===== config.mk =====
export PLATFORM = sky130hd
export DESIGN_NAME = diagonal_gaussian_scorer_flat
export DESIGN_NICKNAME = d
export VERILOG_FILES = /design/src/dgs_pkg.sv /design/src/dgs_in_if.sv /design/src/dgs_out_if.sv /design/src/dgs_ctrl.sv /design/src/dgs_datapath.sv /design/src/diagonal_gaussian_scorer.sv /design/src/flat_wrapper.sv
export SDC_FILE = /design/constraint.sdc
export NUM_CORES = 2
export LEC_CHECK = 0
export ABC_CLOCK_PERIOD_IN_PS = 7000
export BUFFER_PORTS_ARGS = -buffer_cell sky130_fd_sc_hd__buf_4
export CAP_MARGIN = 30
export CORE_ASPECT_RATIO = 1.5
export CORE_MARGIN = 5
export CORE_UTILIZATION = 45
export CTS_CLUSTER_DIAMETER = 200
export DETAILED_ROUTE_END_ITERATION = 10
export HOLD_SLACK_MARGIN = 0.03
export SKIP_CTS_REPAIR_TIMING = 1
export SLEW_MARGIN = 15
export SYNTH_ARGS = -nofsm -noshare
export SYNTH_HDL_FRONTEND = slang
export SYNTH_SLANG_ARGS = --single-unit

===== constraint.sdc =====
create_clock -name clk -period 7 [get_ports clk]
set_clock_uncertainty 0.1 [all_clocks]
set_input_delay 1.4 -clock clk [delete_from_list [all_inputs] [get_ports clk]]
set_output_delay 1.4 -clock clk [all_outputs]
set_load 0.02 [all_outputs]

===== src/dgs_pkg.sv =====
// Package: shared types, codes and constants of the diagonal Gaussian scorer.
`default_nettype none
package dgs_pkg;

    localparam int VEC_LEN_DEF       = 64;
    localparam int MAX_DENSITIES_DEF = 1024;

    localparam int CMD_W   = 2;
    localparam int DIM_W   = 6;
    localparam int VAL_W   = 16;
    localparam int IVAR_W  = 16;
    localparam int GC_W    = 32;
    localparam int SCORE_W = 32;
    localparam int DIDX_W  = 10;
    localparam int ACC_W   = 48;
    localparam int MAG_W   = 16;
    localparam int SQ_W    = 2 * MAG_W;
    localparam int PROD_W  = SQ_W + IVAR_W;
    localparam int TERM_W  = PROD_W - 12 + 1;

    localparam logic [ACC_W-1:0]   ACC_MAX   = {1'b0, {(ACC_W-1){1'b1}}};
    localparam logic [SCORE_W-1:0] SCORE_MAX = {1'b0, {(SCORE_W-1){1'b1}}};
    localparam logic [SCORE_W-1:0] SCORE_MIN = {1'b1, {(SCORE_W-1){1'b0}}};
    localparam logic [PROD_W:0]    ROUND_HALF = (PROD_W+1)'(2048);

    typedef enum logic [CMD_W-1:0] {
        CMD_LOAD   = 2'd0,
        CMD_ELEM   = 2'd1,
        CMD_ABSENT = 2'd2,
        CMD_NONE   = 2'd3
    } command_t;

    typedef enum logic [2:0] {
        S_IDLE,
        S_DIFF,
        S_SQ,
        S_PROD,
        S_TERM,
        S_ACC,
        S_EMIT
    } state_t;

    typedef struct packed {
        logic take;
        logic calc_diff;
        logic calc_sq;
        logic calc_prod;
        logic calc_term;
        logic calc_acc;
        logic emit;
    } dgs_ctl_t;

    typedef struct packed {
        logic     in_valid;
        command_t in_cmd;
        logic     last;
        logic     out_busy;
    } dgs_stat_t;

endpackage
`default_nettype wire


===== src/dgs_in_if.sv =====
// Interface: input word channel (observation loads and density elements).
`default_nettype none
interface dgs_in_if;
    logic                 valid;
    logic                 ready;
    logic [1:0]           command;
    logic [5:0]           dim_index;
    logic signed [15:0]   value;
    logic [15:0]          inv_var;
    logic signed [31:0]   gconst;
    logic                 first;
    logic                 last;

    modport source (output valid, command, dim_index, value, inv_var, gconst, first, last,
                    input ready);
    modport sink   (input valid, command, dim_index, value, inv_var, gconst, first, last,
                    output ready);
endinterface
`default_nettype wire


===== src/dgs_out_if.sv =====
// Interface: result word channel (score and density index).
`default_nettype none
interface dgs_out_if;
    logic                 valid;
    logic                 ready;
    logic signed [31:0]   score;
    logic [9:0]           density_index;

    modport source (output valid, score, density_index, input ready);
    modport sink   (input valid, score, density_index, output ready);
endinterface
`default_nettype wire


===== src/dgs_ctrl.sv =====
// Controller: sequences one input word at a time through the datapath steps.
`default_nettype none
module dgs_ctrl (
    input  wire logic              clk,
    input  wire logic              rst_n,
    input  wire dgs_pkg::dgs_stat_t stat,
    output dgs_pkg::dgs_ctl_t      ctl
);
    import dgs_pkg::*;

    state_t state_reg;
    state_t state_next;

    always_ff @(posedge clk or negedge rst_n)
    begin
        if (!rst_n)
        begin
            state_reg <= S_IDLE;
        end
        else
        begin
            state_reg <= state_next;
        end
    end

    always_comb
    begin
        state_next = state_reg;
        ctl        = '0;
        case (state_reg)
            S_IDLE:
            begin
                ctl.take = 1'b1;
                if (stat.in_valid)
                begin
                    case (stat.in_cmd)
                        CMD_ELEM:   state_next = S_DIFF;
                        CMD_ABSENT: state_next = S_EMIT;
                        default:    state_next = S_IDLE;
                    endcase
                end
            end
            S_DIFF:
            begin
                ctl.calc_diff = 1'b1;
                state_next    = S_SQ;
            end
            S_SQ:
            begin
                ctl.calc_sq = 1'b1;
                state_next  = S_PROD;
            end
            S_PROD:
            begin
                ctl.calc_prod = 1'b1;
                state_next    = S_TERM;
            end
            S_TERM:
            begin
                ctl.calc_term = 1'b1;
                state_next    = S_ACC;
            end
            S_ACC:
            begin
                ctl.calc_acc = 1'b1;
                state_next   = stat.last ? S_EMIT : S_IDLE;
            end
            S_EMIT:
            begin
                // hold until the result register can take a new word
                if (!stat.out_busy)
                begin
                    ctl.emit   = 1'b1;
                    state_next = S_IDLE;
                end
            end
            default:
            begin
                state_next = S_IDLE;
            end
        endcase
    end

endmodule
`default_nettype wire


===== src/dgs_datapath.sv =====
// Datapath: observation memory, difference/square/multiply steps, accumulator, result register.
`default_nettype none
module dgs_datapath #(
    parameter int VEC_LEN       = dgs_pkg::VEC_LEN_DEF,
    parameter int MAX_DENSITIES = dgs_pkg::MAX_DENSITIES_DEF
) (
    input  wire logic               clk,
    input  wire logic               rst_n,
    dgs_in_if.sink                  elem,
    dgs_out_if.source               result,
    input  wire dgs_pkg::dgs_ctl_t  ctl,
    output dgs_pkg::dgs_stat_t      stat
);
    import dgs_pkg::*;

    localparam int AW = (VEC_LEN > 1) ? $clog2(VEC_LEN) : 1;
    localparam int CW = (MAX_DENSITIES > 1) ? $clog2(MAX_DENSITIES) : 1;

    logic [VAL_W-1:0]   obs_mem_reg [VEC_LEN];

    logic               accept;
    logic [31:0]        dim_wide;
    logic [AW-1:0]      addr;
    logic               dim_ok;

    // latched word
    command_t           cmd_reg;
    logic               dim_ok_reg;
    logic [VAL_W-1:0]   obs_rd_reg;
    logic [VAL_W-1:0]   val_reg;
    logic [IVAR_W-1:0]  ivar_reg;
    logic [GC_W-1:0]    gconst_reg;
    logic               first_reg;
    logic               last_reg;

    logic [VAL_W-1:0]   obs_sel;
    logic signed [VAL_W:0] diff;
    logic [VAL_W:0]     diff_abs;
    logic [MAG_W-1:0]   mag_reg;
    logic [SQ_W-1:0]    sq_reg;
    logic [PROD_W-1:0]  prod_reg;
    logic [PROD_W:0]    prod_round;
    logic [TERM_W-1:0]  term_reg;

    logic [ACC_W-1:0]   acc_reg;
    logic [ACC_W-1:0]   acc_base;
    logic [ACC_W:0]     acc_sum;
    logic [ACC_W-1:0]   acc_next;

    logic signed [ACC_W:0] acc_neg;
    logic signed [ACC_W:0] half_neg;
    logic [SCORE_W-1:0] score_sat;

    logic [CW-1:0]      count_reg;
    logic [CW-1:0]      count_next;
    logic [31:0]        count_wide;

    logic               out_valid_reg;
    logic [SCORE_W-1:0] out_score_reg;
    logic [DIDX_W-1:0]  out_index_reg;

    assign elem.ready = ctl.take;
    assign accept     = elem.valid && ctl.take;

    assign dim_wide = 32'(elem.dim_index);
    assign addr     = dim_wide[AW-1:0];
    assign dim_ok   = (dim_wide < 32'(VEC_LEN));

    assign stat.in_valid = elem.valid;
    assign stat.in_cmd   = command_t'(elem.command);
    assign stat.last     = last_reg;
    assign stat.out_busy = out_valid_reg && !result.ready;

    // memory: write on load, registered read on every accepted word
    always_ff @(posedge clk)
    begin
        if (accept && (command_t'(elem.command) == CMD_LOAD) && dim_ok)
        begin
            obs_mem_reg[addr] <= elem.value;
        end
        if (accept)
        begin
            obs_rd_reg <= obs_mem_reg[addr];
        end
    end

    // arithmetic
    assign obs_sel    = dim_ok_reg ? obs_rd_reg : '0;
    assign diff       = $signed({obs_sel[VAL_W-1], obs_sel}) - $signed({val_reg[VAL_W-1], val_reg});
    assign diff_abs   = diff[VAL_W] ? (VAL_W+1)'(-diff) : (VAL_W+1)'(diff);
    assign prod_round = {1'b0, prod_reg} + ROUND_HALF;

    assign acc_base = first_reg ? {{(ACC_W-GC_W){gconst_reg[GC_W-1]}}, gconst_reg} : acc_reg;
    assign acc_sum  = {acc_base[ACC_W-1], acc_base} + (ACC_W+1)'(term_reg);
    // term is never negative, so only the upper bound can be crossed
    assign acc_next = (!acc_sum[ACC_W] && acc_sum[ACC_W-1]) ? ACC_MAX : acc_sum[ACC_W-1:0];

    // floor(-acc/2) saturated to 32 bits
    assign acc_neg  = -$signed({acc_reg[ACC_W-1], acc_reg});
    assign half_neg = acc_neg >>> 1;
    always_comb
    begin
        if (!half_neg[ACC_W] && (half_neg[ACC_W-1:SCORE_W-1] != '0))
        begin
            score_sat = SCORE_MAX;
        end
        else if (half_neg[ACC_W] && (half_neg[ACC_W-1:SCORE_W-1] != '1))
        begin
            score_sat = SCORE_MIN;
        end
        else
        begin
            score_sat = half_neg[SCORE_W-1:0];
        end
    end

    always_ff @(posedge clk)
    begin
        if (accept)
        begin
            cmd_reg    <= command_t'(elem.command);
            dim_ok_reg <= dim_ok;
            val_reg    <= elem.value;
            ivar_reg   <= elem.inv_var;
            gconst_reg <= elem.gconst;
            first_reg  <= elem.first;
            last_reg   <= elem.last;
        end
        if (ctl.calc_diff)
        begin
            mag_reg <= diff_abs[MAG_W-1:0];
        end
        if (ctl.calc_sq)
        begin
            sq_reg <= mag_reg * mag_reg;
        end
        if (ctl.calc_prod)
        begin
            prod_reg <= sq_reg * PROD_W'(ivar_reg);
        end
        if (ctl.calc_term)
        begin
            term_reg <= prod_round[PROD_W:12];
        end
        if (ctl.emit)
        begin
            out_score_reg <= (cmd_reg == CMD_ABSENT) ? SCORE_MIN : score_sat;
            out_index_reg <= count_wide[DIDX_W-1:0];
        end
    end

    assign count_wide = 32'(count_reg);
    assign count_next = (count_wide == 32'(MAX_DENSITIES - 1)) ? '0 : count_reg + 1'b1;

    always_ff @(posedge clk or negedge rst_n)
    begin
        if (!rst_n)
        begin
            acc_reg       <= '0;
            count_reg     <= '0;
            out_valid_reg <= 1'b0;
        end
        else
        begin
            if (ctl.calc_acc)
            begin
                acc_reg <= acc_next;
            end
            if (accept && (command_t'(elem.command) == CMD_LOAD))
            begin
                count_reg <= '0;
            end
            else if (ctl.emit)
            begin
                count_reg <= count_next;
            end
            if (ctl.emit)
            begin
                out_valid_reg <= 1'b1;
            end
            else if (result.ready)
            begin
                out_valid_reg <= 1'b0;
            end
        end
    end

    assign result.valid         = out_valid_reg;
    assign result.score         = out_score_reg;
    assign result.density_index = out_index_reg;

    a_no_overwrite: assert property (@(posedge clk) disable iff (!rst_n)
        ctl.emit |-> (!out_valid_reg || result.ready))
        else $error("result register overwritten while pending");

    a_emit_valid: assert property (@(posedge clk) disable iff (!rst_n)
        ctl.emit |=> out_valid_reg)
        else $error("emitted word not presented");

    a_load_restart: assert property (@(posedge clk) disable iff (!rst_n)
        (accept && (elem.command == CMD_LOAD)) |=> (count_reg == '0))
        else $error("density index not restarted by load");

    a_absent_min: assert property (@(posedge clk) disable iff (!rst_n)
        (ctl.emit && (cmd_reg == CMD_ABSENT)) |=> (out_score_reg == SCORE_MIN))
        else $error("absent density did not score minimum");

endmodule
`default_nettype wire


===== src/diagonal_gaussian_scorer.sv =====
// Top level: diagonal-covariance Gaussian log-likelihood scorer.
//
// Channels: elem (sink) takes one word per handshake: a command with
// dim_index, value, inv_var, gconst, first and last. result (source)
// gives one word per scored density: score (Q16) and density_index.
// A load word writes one observation element and restarts the density
// index. A density element with first seeds the accumulator with gconst;
// every element adds the rounded (obs-mean)^2*inv_var, and a last element
// sends floor(-acc/2), saturated. An absent density sends the most
// negative score. Command 3 is taken and ignored.
// Words are taken one at a time: a load or ignored word alone, an absent
// density with an emit step, a density element through the difference,
// square, inverse-variance multiply, rounding and accumulate steps of the
// single datapath (and emit with last). Result valid is registered at the
// emit step, reached after ACC for a last element and directly for an absent one.
// A stalled receiver holds the result register; the next word is still
// taken, and the block waits only when its own result is due and the
// register is full. Reset clears accumulator, density index and the
// result valid; the observation memory holds garbage until loaded.
`default_nettype none
module diagonal_gaussian_scorer #(
    parameter int VEC_LEN       = dgs_pkg::VEC_LEN_DEF,
    parameter int MAX_DENSITIES = dgs_pkg::MAX_DENSITIES_DEF
) (
    input  wire logic clk,
    input  wire logic rst_n,
    dgs_in_if.sink    elem,
    dgs_out_if.source result
);
    import dgs_pkg::*;

    // command and status between sequencer and datapath
    dgs_ctl_t  ctl;
    dgs_stat_t stat;

    dgs_ctrl u_ctrl (
        .clk   (clk),
        .rst_n (rst_n),
        .stat  (stat),
        .ctl   (ctl)
    );

    dgs_datapath #(
        .VEC_LEN       (VEC_LEN),
        .MAX_DENSITIES (MAX_DENSITIES)
    ) u_datapath (
        .clk    (clk),
        .rst_n  (rst_n),
        .elem   (elem),
        .result (result),
        .ctl    (ctl),
        .stat   (stat)
    );

endmodule
`default_nettype wire

===== src/flat_wrapper.sv =====
// flat-port wrapper written by rule: the top's interface ports become plain ports
module diagonal_gaussian_scorer_flat import dgs_pkg::*;
#(
    parameter int VEC_LEN       = dgs_pkg::VEC_LEN_DEF,
    parameter int MAX_DENSITIES = dgs_pkg::MAX_DENSITIES_DEF
)
  (clk, rst_n, elem_valid, elem_command, elem_dim_index, elem_value, elem_inv_var, elem_gconst, elem_first, elem_last, elem_ready, result_valid, result_score, result_density_index, result_ready);
  dgs_in_if elem_i ();
  dgs_out_if result_i ();
  input  wire logic clk;
  input  wire logic rst_n;
  input wire logic [$bits(elem_i.valid)-1:0] elem_valid;
  input wire logic [$bits(elem_i.command)-1:0] elem_command;
  input wire logic [$bits(elem_i.dim_index)-1:0] elem_dim_index;
  input wire logic [$bits(elem_i.value)-1:0] elem_value;
  input wire logic [$bits(elem_i.inv_var)-1:0] elem_inv_var;
  input wire logic [$bits(elem_i.gconst)-1:0] elem_gconst;
  input wire logic [$bits(elem_i.first)-1:0] elem_first;
  input wire logic [$bits(elem_i.last)-1:0] elem_last;
  output wire logic [$bits(elem_i.ready)-1:0] elem_ready;
  output wire logic [$bits(result_i.valid)-1:0] result_valid;
  output wire logic [$bits(result_i.score)-1:0] result_score;
  output wire logic [$bits(result_i.density_index)-1:0] result_density_index;
  input wire logic [$bits(result_i.ready)-1:0] result_ready;
  assign elem_i.valid = elem_valid;
  assign elem_i.command = elem_command;
  assign elem_i.dim_index = elem_dim_index;
  assign elem_i.value = elem_value;
  assign elem_i.inv_var = elem_inv_var;
  assign elem_i.gconst = elem_gconst;
  assign elem_i.first = elem_first;
  assign elem_i.last = elem_last;
  assign elem_ready = elem_i.ready;
  assign result_valid = result_i.valid;
  assign result_score = result_i.score;
  assign result_density_index = result_i.density_index;
  assign result_i.ready = result_ready;
  diagonal_gaussian_scorer #(.VEC_LEN(VEC_LEN), .MAX_DENSITIES(MAX_DENSITIES)) u_core (.clk(clk), .rst_n(rst_n), .elem(elem_i), .result(result_i));
endmodule

# Word-level counts from Yosys, hierarchy flattened
# Memories as Yosys holds them, arrays and structs flattened. A register that Yosys moved wholly into a read port is not among the register bits.
# Index checks and enable logic that the tools add are counted.
dict set report classes {
  multipliers 2
  eq_ne 13
  mux 26
  addsub 6
  n_lt_le_gt_ge 1
  n_reduce_logical 16
}
# op n
set ops {}
lappend ops {{48-bit 2-to-1 mux} 2}
lappend ops {{32-bit 2-to-1 mux} 2}
lappend ops {{48-bit by 12-bit adder with 49-bit output (second input constant)} 1}
lappend ops {{48-bit by 38-bit adder with 49-bit output} 1}
lappend ops {{48-bit negation with 49-bit output} 1}
lappend ops {{32-bit by 16-bit multiplier with 48-bit output} 1}
lappend ops {{16-bit by 16-bit multiplier with 32-bit output} 1}
lappend ops {{16-bit 2-to-1 mux} 2}
lappend ops {{10-bit 2-to-1 mux} 3}
lappend ops {{3-bit case mux with 7 select lines} 1}
lappend ops {{17-bit != test (second input constant)} 1}
lappend ops {{17-bit nonzero test} 1}
lappend ops {{16-bit by 16-bit subtractor with 17-bit output} 1}
lappend ops {{16-bit negation} 1}
lappend ops {{1-bit 2-to-1 mux} 12}
lappend ops {{10-bit by 1-bit adder with 10-bit output (second input constant)} 1}
lappend ops {{10-bit equality test (second input constant)} 1}
lappend ops {{3-bit equality test (second input constant)} 3}
lappend ops {{3-bit 2-to-1 mux} 3}
lappend ops {{1-bit logical AND} 7}
lappend ops {{6-bit by 7-bit less-than comparator with 1-bit output (second input constant)} 1}
lappend ops {{3-bit by 2-bit equality test with 1-bit output (second input constant)} 2}
lappend ops {{3-bit case mux with 2 select lines} 1}
lappend ops {{2-bit equality test (second input constant)} 2}
lappend ops {{8 further kinds} 12}
dict set report word_totals {
  mem_count 1
  ff_bits 306
  mem_bits_rw 1024
}
# name words width read_ports rd_clocked_by_memory_dff wr line
set memory_table {}
lappend memory_table {u_core.u_datapath.obs_mem_reg 64 16 1 1 1 dgs_datapath.sv:19} ;# logic [VAL_W-1:0] obs_mem_reg [VEC_LEN];

# Longest topological paths before layout
dict set report logic_depth {
  ltp_word 7
  mapped_depth 26
  ltp_nobuf 25
}

# Modules after synthesis
# From an unflattened synthesis, not the netlist that was laid out.
dict set report unflattened {
  cells_unflattened 5874
  hier_area_um2 75032.0
}
# mod area_per_inst_um2 instances cells_each seq_area_each_um2
set by_module_without_submodules {}
lappend by_module_without_submodules {dgs_datapath 74808.0 1 5847 39643.0}
lappend by_module_without_submodules {dgs_ctrl 224.0 1 27 75.1}

# Least setup slack after synthesis
# OpenSTA, ideal clock, no wires.
dict set report synth_path {
  kind {reg-to-reg}
  start {register u_core.u_datapath.sq_reg[29]}
  end {register u_core.u_datapath.prod_reg[42] (data pin)}
  path_slack_ps 708
  period_less_slack_ps 6292
  stages_incl_launch_ff 23
  t_arrival_ps 5930
  path_cell_list {edfxtp_1 > clkbuf_1 > nand2_1 > fa_1 > inv_1 > fa_1 > inv_1 > fa_1 > inv_1 > fa_1 > inv_1 > fa_1 > fa_1 > inv_1 > ha_1 > a21o_1 > a21o_1 > a21o_1 > or3b_2 > o211ai_1 > nor2b_1 > o21bai_1 > xor2_1}
}
dict set report synth_via {
  elab_chain_cells 1
}
# item line
set synth_lines {}
lappend synth_lines {{start: declaration} dgs_datapath.sv:40} ;# logic [SQ_W-1:0] sq_reg;
lappend synth_lines {{start signal: assignment} dgs_datapath.sv:135} ;# sq_reg <= mag_reg * mag_reg;
lappend synth_lines {{32-bit by 16-bit multiplier with 48-bit output} dgs_datapath.sv:139} ;# prod_reg <= sq_reg * PROD_W'(ivar_reg);
lappend synth_lines {{end signal: assignment} dgs_datapath.sv:139}
lappend synth_lines {{end: declaration} dgs_datapath.sv:41} ;# logic [PROD_W-1:0] prod_reg;
# No other way between the ends.
# A chain may end at the register's enable or synchronous reset.

# Worst setup path after layout
dict set report layout_path {
  start {register u_core.u_datapath.ivar_reg[8]}
  end {register u_core.u_datapath.prod_reg[43] (data pin)}
}
dict set report layout_via {
  elab_chain_cells 1
}
# item line
set layout_lines {}
lappend layout_lines {{start: declaration} dgs_datapath.sv:31} ;# logic [IVAR_W-1:0] ivar_reg;
lappend layout_lines {{start signal: assignment} dgs_datapath.sv:124} ;# ivar_reg <= elem.inv_var;
lappend layout_lines {{32-bit by 16-bit multiplier with 48-bit output} dgs_datapath.sv:139}
# No other way between the ends.

==> flow_summary.json <==
{
  "status": "finished clean",
  "postSynthCellCount": 5805,
  "cts_root_buf": "clkbuf_16",
  "ff2ff_path_depth": 19,
  "cp.arrival_ns": 7.18,
  "drtIter0Drc": 3590,
  "r2r_setup_slack_ns": 0.23,
  "die_w_um": 343,
  "drive_gt1_frac": 0.101,
  "drt-pass1-iter-count": 6,
  "grt_pass1_wl_mm": 307,
  "hpwl_mm": 139,
  "fin_crit_ns": 6.77,
  "design_area_um2": 83700,
  "maxCapViolCount": 0,
  "crit_slowest_cell": "fa_1",
  "finalHoldViolCount": 0,
  "reg2reg_from": "u_core.u_datapath.ivar_reg[8]",
  "grt-busiest-layer": "met2",
  "path_common_cell": "fa_1",
  "htreeDepth": 4,
  "num_vias": 47334,
  "vias_per_cell": 5.68,
  "slew_violations": 0,
  "setup_slack_ns": 0.229,
  "wl_per_cell_um": 24.8,
  "clock_tree.buffer_depth": 3,
  "relSlewSlack": 0.276,
  "antenna_found_initial": 4,
  "grt-ovfl-total": 0,
  "slowest_delay_ns": 0.58,
  "hold_path_class": "in -> async",
  "largest_reg_flops": 1024,
  "fillCellCount": 14370,
  "final_common_cell": "edfxtp_1",
  "yosys.area.top_type": "edfxtp_1",
  "numCtsBuffers": 132,
  "start_util": 0.452,
  "ys_seq_elements": 1333,
  "synthTopCellsByArea": "edfxtp_1 51%, fa_1 15%, ha_1 4.7%",
  "cp_cell_sequence": "buf_4 -> and2_1 -> fa_1 -> inv_1 -> fa_1 -> fa_1 -> fa_1 -> fa_1 -> fa_1 -> inv_1 -> ha_1 -> a21o_1 -> a21o_1 -> a21o_1 -> or3b_2 -> o211ai_1 -> nor2b_4 -> o21ai_1 -> xor2_1",
  "syn_to_final_growth_pct": 11.9,
  "core_um2": 166000,
  "ys_dominant_reg_cell": "edfxtp_1",
  "gp_congestion": 0.896,
  "tightest_slew_ns": 1.08,
  "dpl_cell_area_um2": 79100,
  "grt_max_degree": 106,
  "reg2reg_to": "u_core.u_datapath.prod_reg[43]",
  "grt_pass1_vias": 49562,
  "synth_cell_type_count": 79,
  "cp.required_ns": 7.41,
  "finalWirelength_mm": 206,
  "met3_usage": 0.0320,
  "yosysWarningCount": 0,
  "core.rowCount": 183,
  "netlist_area_um2": 74800,
  "syn-mean-instance-area_um2": 12.9,
  "clk_latency_ns": 0.79,
  "place_ws_ns": 0.00511,
  "path_class": "reg -> reg",
  "period_share": 0.967,
  "final_cell_mix": "1,271 x edfxtp_1, 731 x inv_1, 569 x fa_1",
  "yosysSeqAreaShare": 0.531,
  "worst-path-max-fanout": 19,
  "grtUsageTotal": 0.235,
  "whs_ns": 0.366,
  "clock.fmax_mhz": 148,
  "path_clk_slew_ns": 0.07,
  "endpoint": "u_core.u_datapath.prod_reg[43]",
  "final-setup-viol-count": 0,
  "grtUsageMet2": 0.437,
  "ant_nets": 0,
  "critPathLaunch": "u_core.u_datapath.ivar_reg[8]",
  "port_buffers": 121,
  "tritoncts": "done",
  "async_flop_share": 0.0465,
  "syn_nets": 6731,
  "startpoint_type": "flop",
  "end_kind": "flop",
  "synth_top_cell_area_share": 0.510,
  "remaining_drc_errors": 0,
  "nets": 6940,
  "clock_sinks": 1333,
  "die_h_um": 509,
  "dieArea_um2": 175000,
  "synth-edff-count": 1271,
  "io_pins": 122,
  "use_met1": 0.264
}
-- synth_stat cells, types with 40 or more instances --
cell type	count
a21o_1	54
a21oi_1	165
a221oi_1	78
a22o_1	77
a22oi_1	363
a31oi_1	94
and2_1	266
clkbuf_1	233
dfrtp_1	62
edfxtp_1	1271
fa_1	569
ha_1	279
inv_1	731
nand2_1	455
nand3_1	59
nand4_1	84
nor2_1	204
nor3_1	40
o21ai_0	71
xnor2_1	124
xor2_1	74
-- how the worst min path moves through the flow --
| stage | from | endpoint | slack, ns | depth (start not counted) |
|---|---|---|---|---|
| after floorplan | u_core.u_datapath.count_reg[7] | u_core.u_datapath.result.density_index[7] | 0.36 | 0 |
| after global placement | u_core.u_datapath.count_reg[7] | u_core.u_datapath.result.density_index[7] | 0.39 | 0 |
| after detailed placement | u_core.u_datapath.count_reg[7] | u_core.u_datapath.result.density_index[7] | 0.39 | 0 |
| after CTS | u_core.u_datapath.count_reg[7] | u_core.u_datapath.result.density_index[7] | 0.41 | 0 |
| after global routing | rst_n | u_core.u_datapath.count_reg[0] | 0.33 | 1 |
| final | rst_n | u_core.u_datapath.count_reg[0] | 0.37 | 1 |
-- metal layers --
layer	up-vias	share of wire
li1	21064	-
met1	24354	0.36
met2	1505	0.53
met3	411	0.052
met4	0	0.055
met5	-	0
-- critical path: cells and delay by family, from the launching register on --
family          cells  cell delay (ns)
flops               1             0.53
compound gates      5             1.01
buf+inv             3             0.40
simple gates        3             0.93
fa+ha+maj           7             3.38
xor+xnor            1             0.15
-- cell type report --
class / count / area [um2] / share of cell area
clock buffer: 166 / 3570 / 0.0426
multi-input combinational: 3467 / 31400 / 0.374
timing repair buffer: 348 / 2820 / 0.0337
antenna: 1 / 2.50 / 0.0000299
clock inverter: 73 / 756 / 0.00902
sequential: 1333 / 39700 / 0.474
inverter: 732 / 2750 / 0.0328
tap: 2220 / 2780 / 0.0332
-- cells by family after synthesis --
logic type | synth area share
compound gates | 0.107
flops | 0.531
mux | 0.00493
xor+xnor | 0.0232
buf+inv | 0.0510
fa+ha+maj | 0.199
simple gates | 0.0841
-- per-stage QoR --
step,cells,utilization,setup TNS (ns)
2_1_floorplan,5805,-,0
3_3_place_gp,8070,0.478,0
3_5_place_dp,8072,0.478,0
4_1_cts,8311,0.504,-0.0105
5_1_grt,8339,0.506,-0.00134
6_report,8340,0.506,0
Power is not shown: default switching activity piles up to over one toggle a cycle in this logic, so the estimate is an artifact.
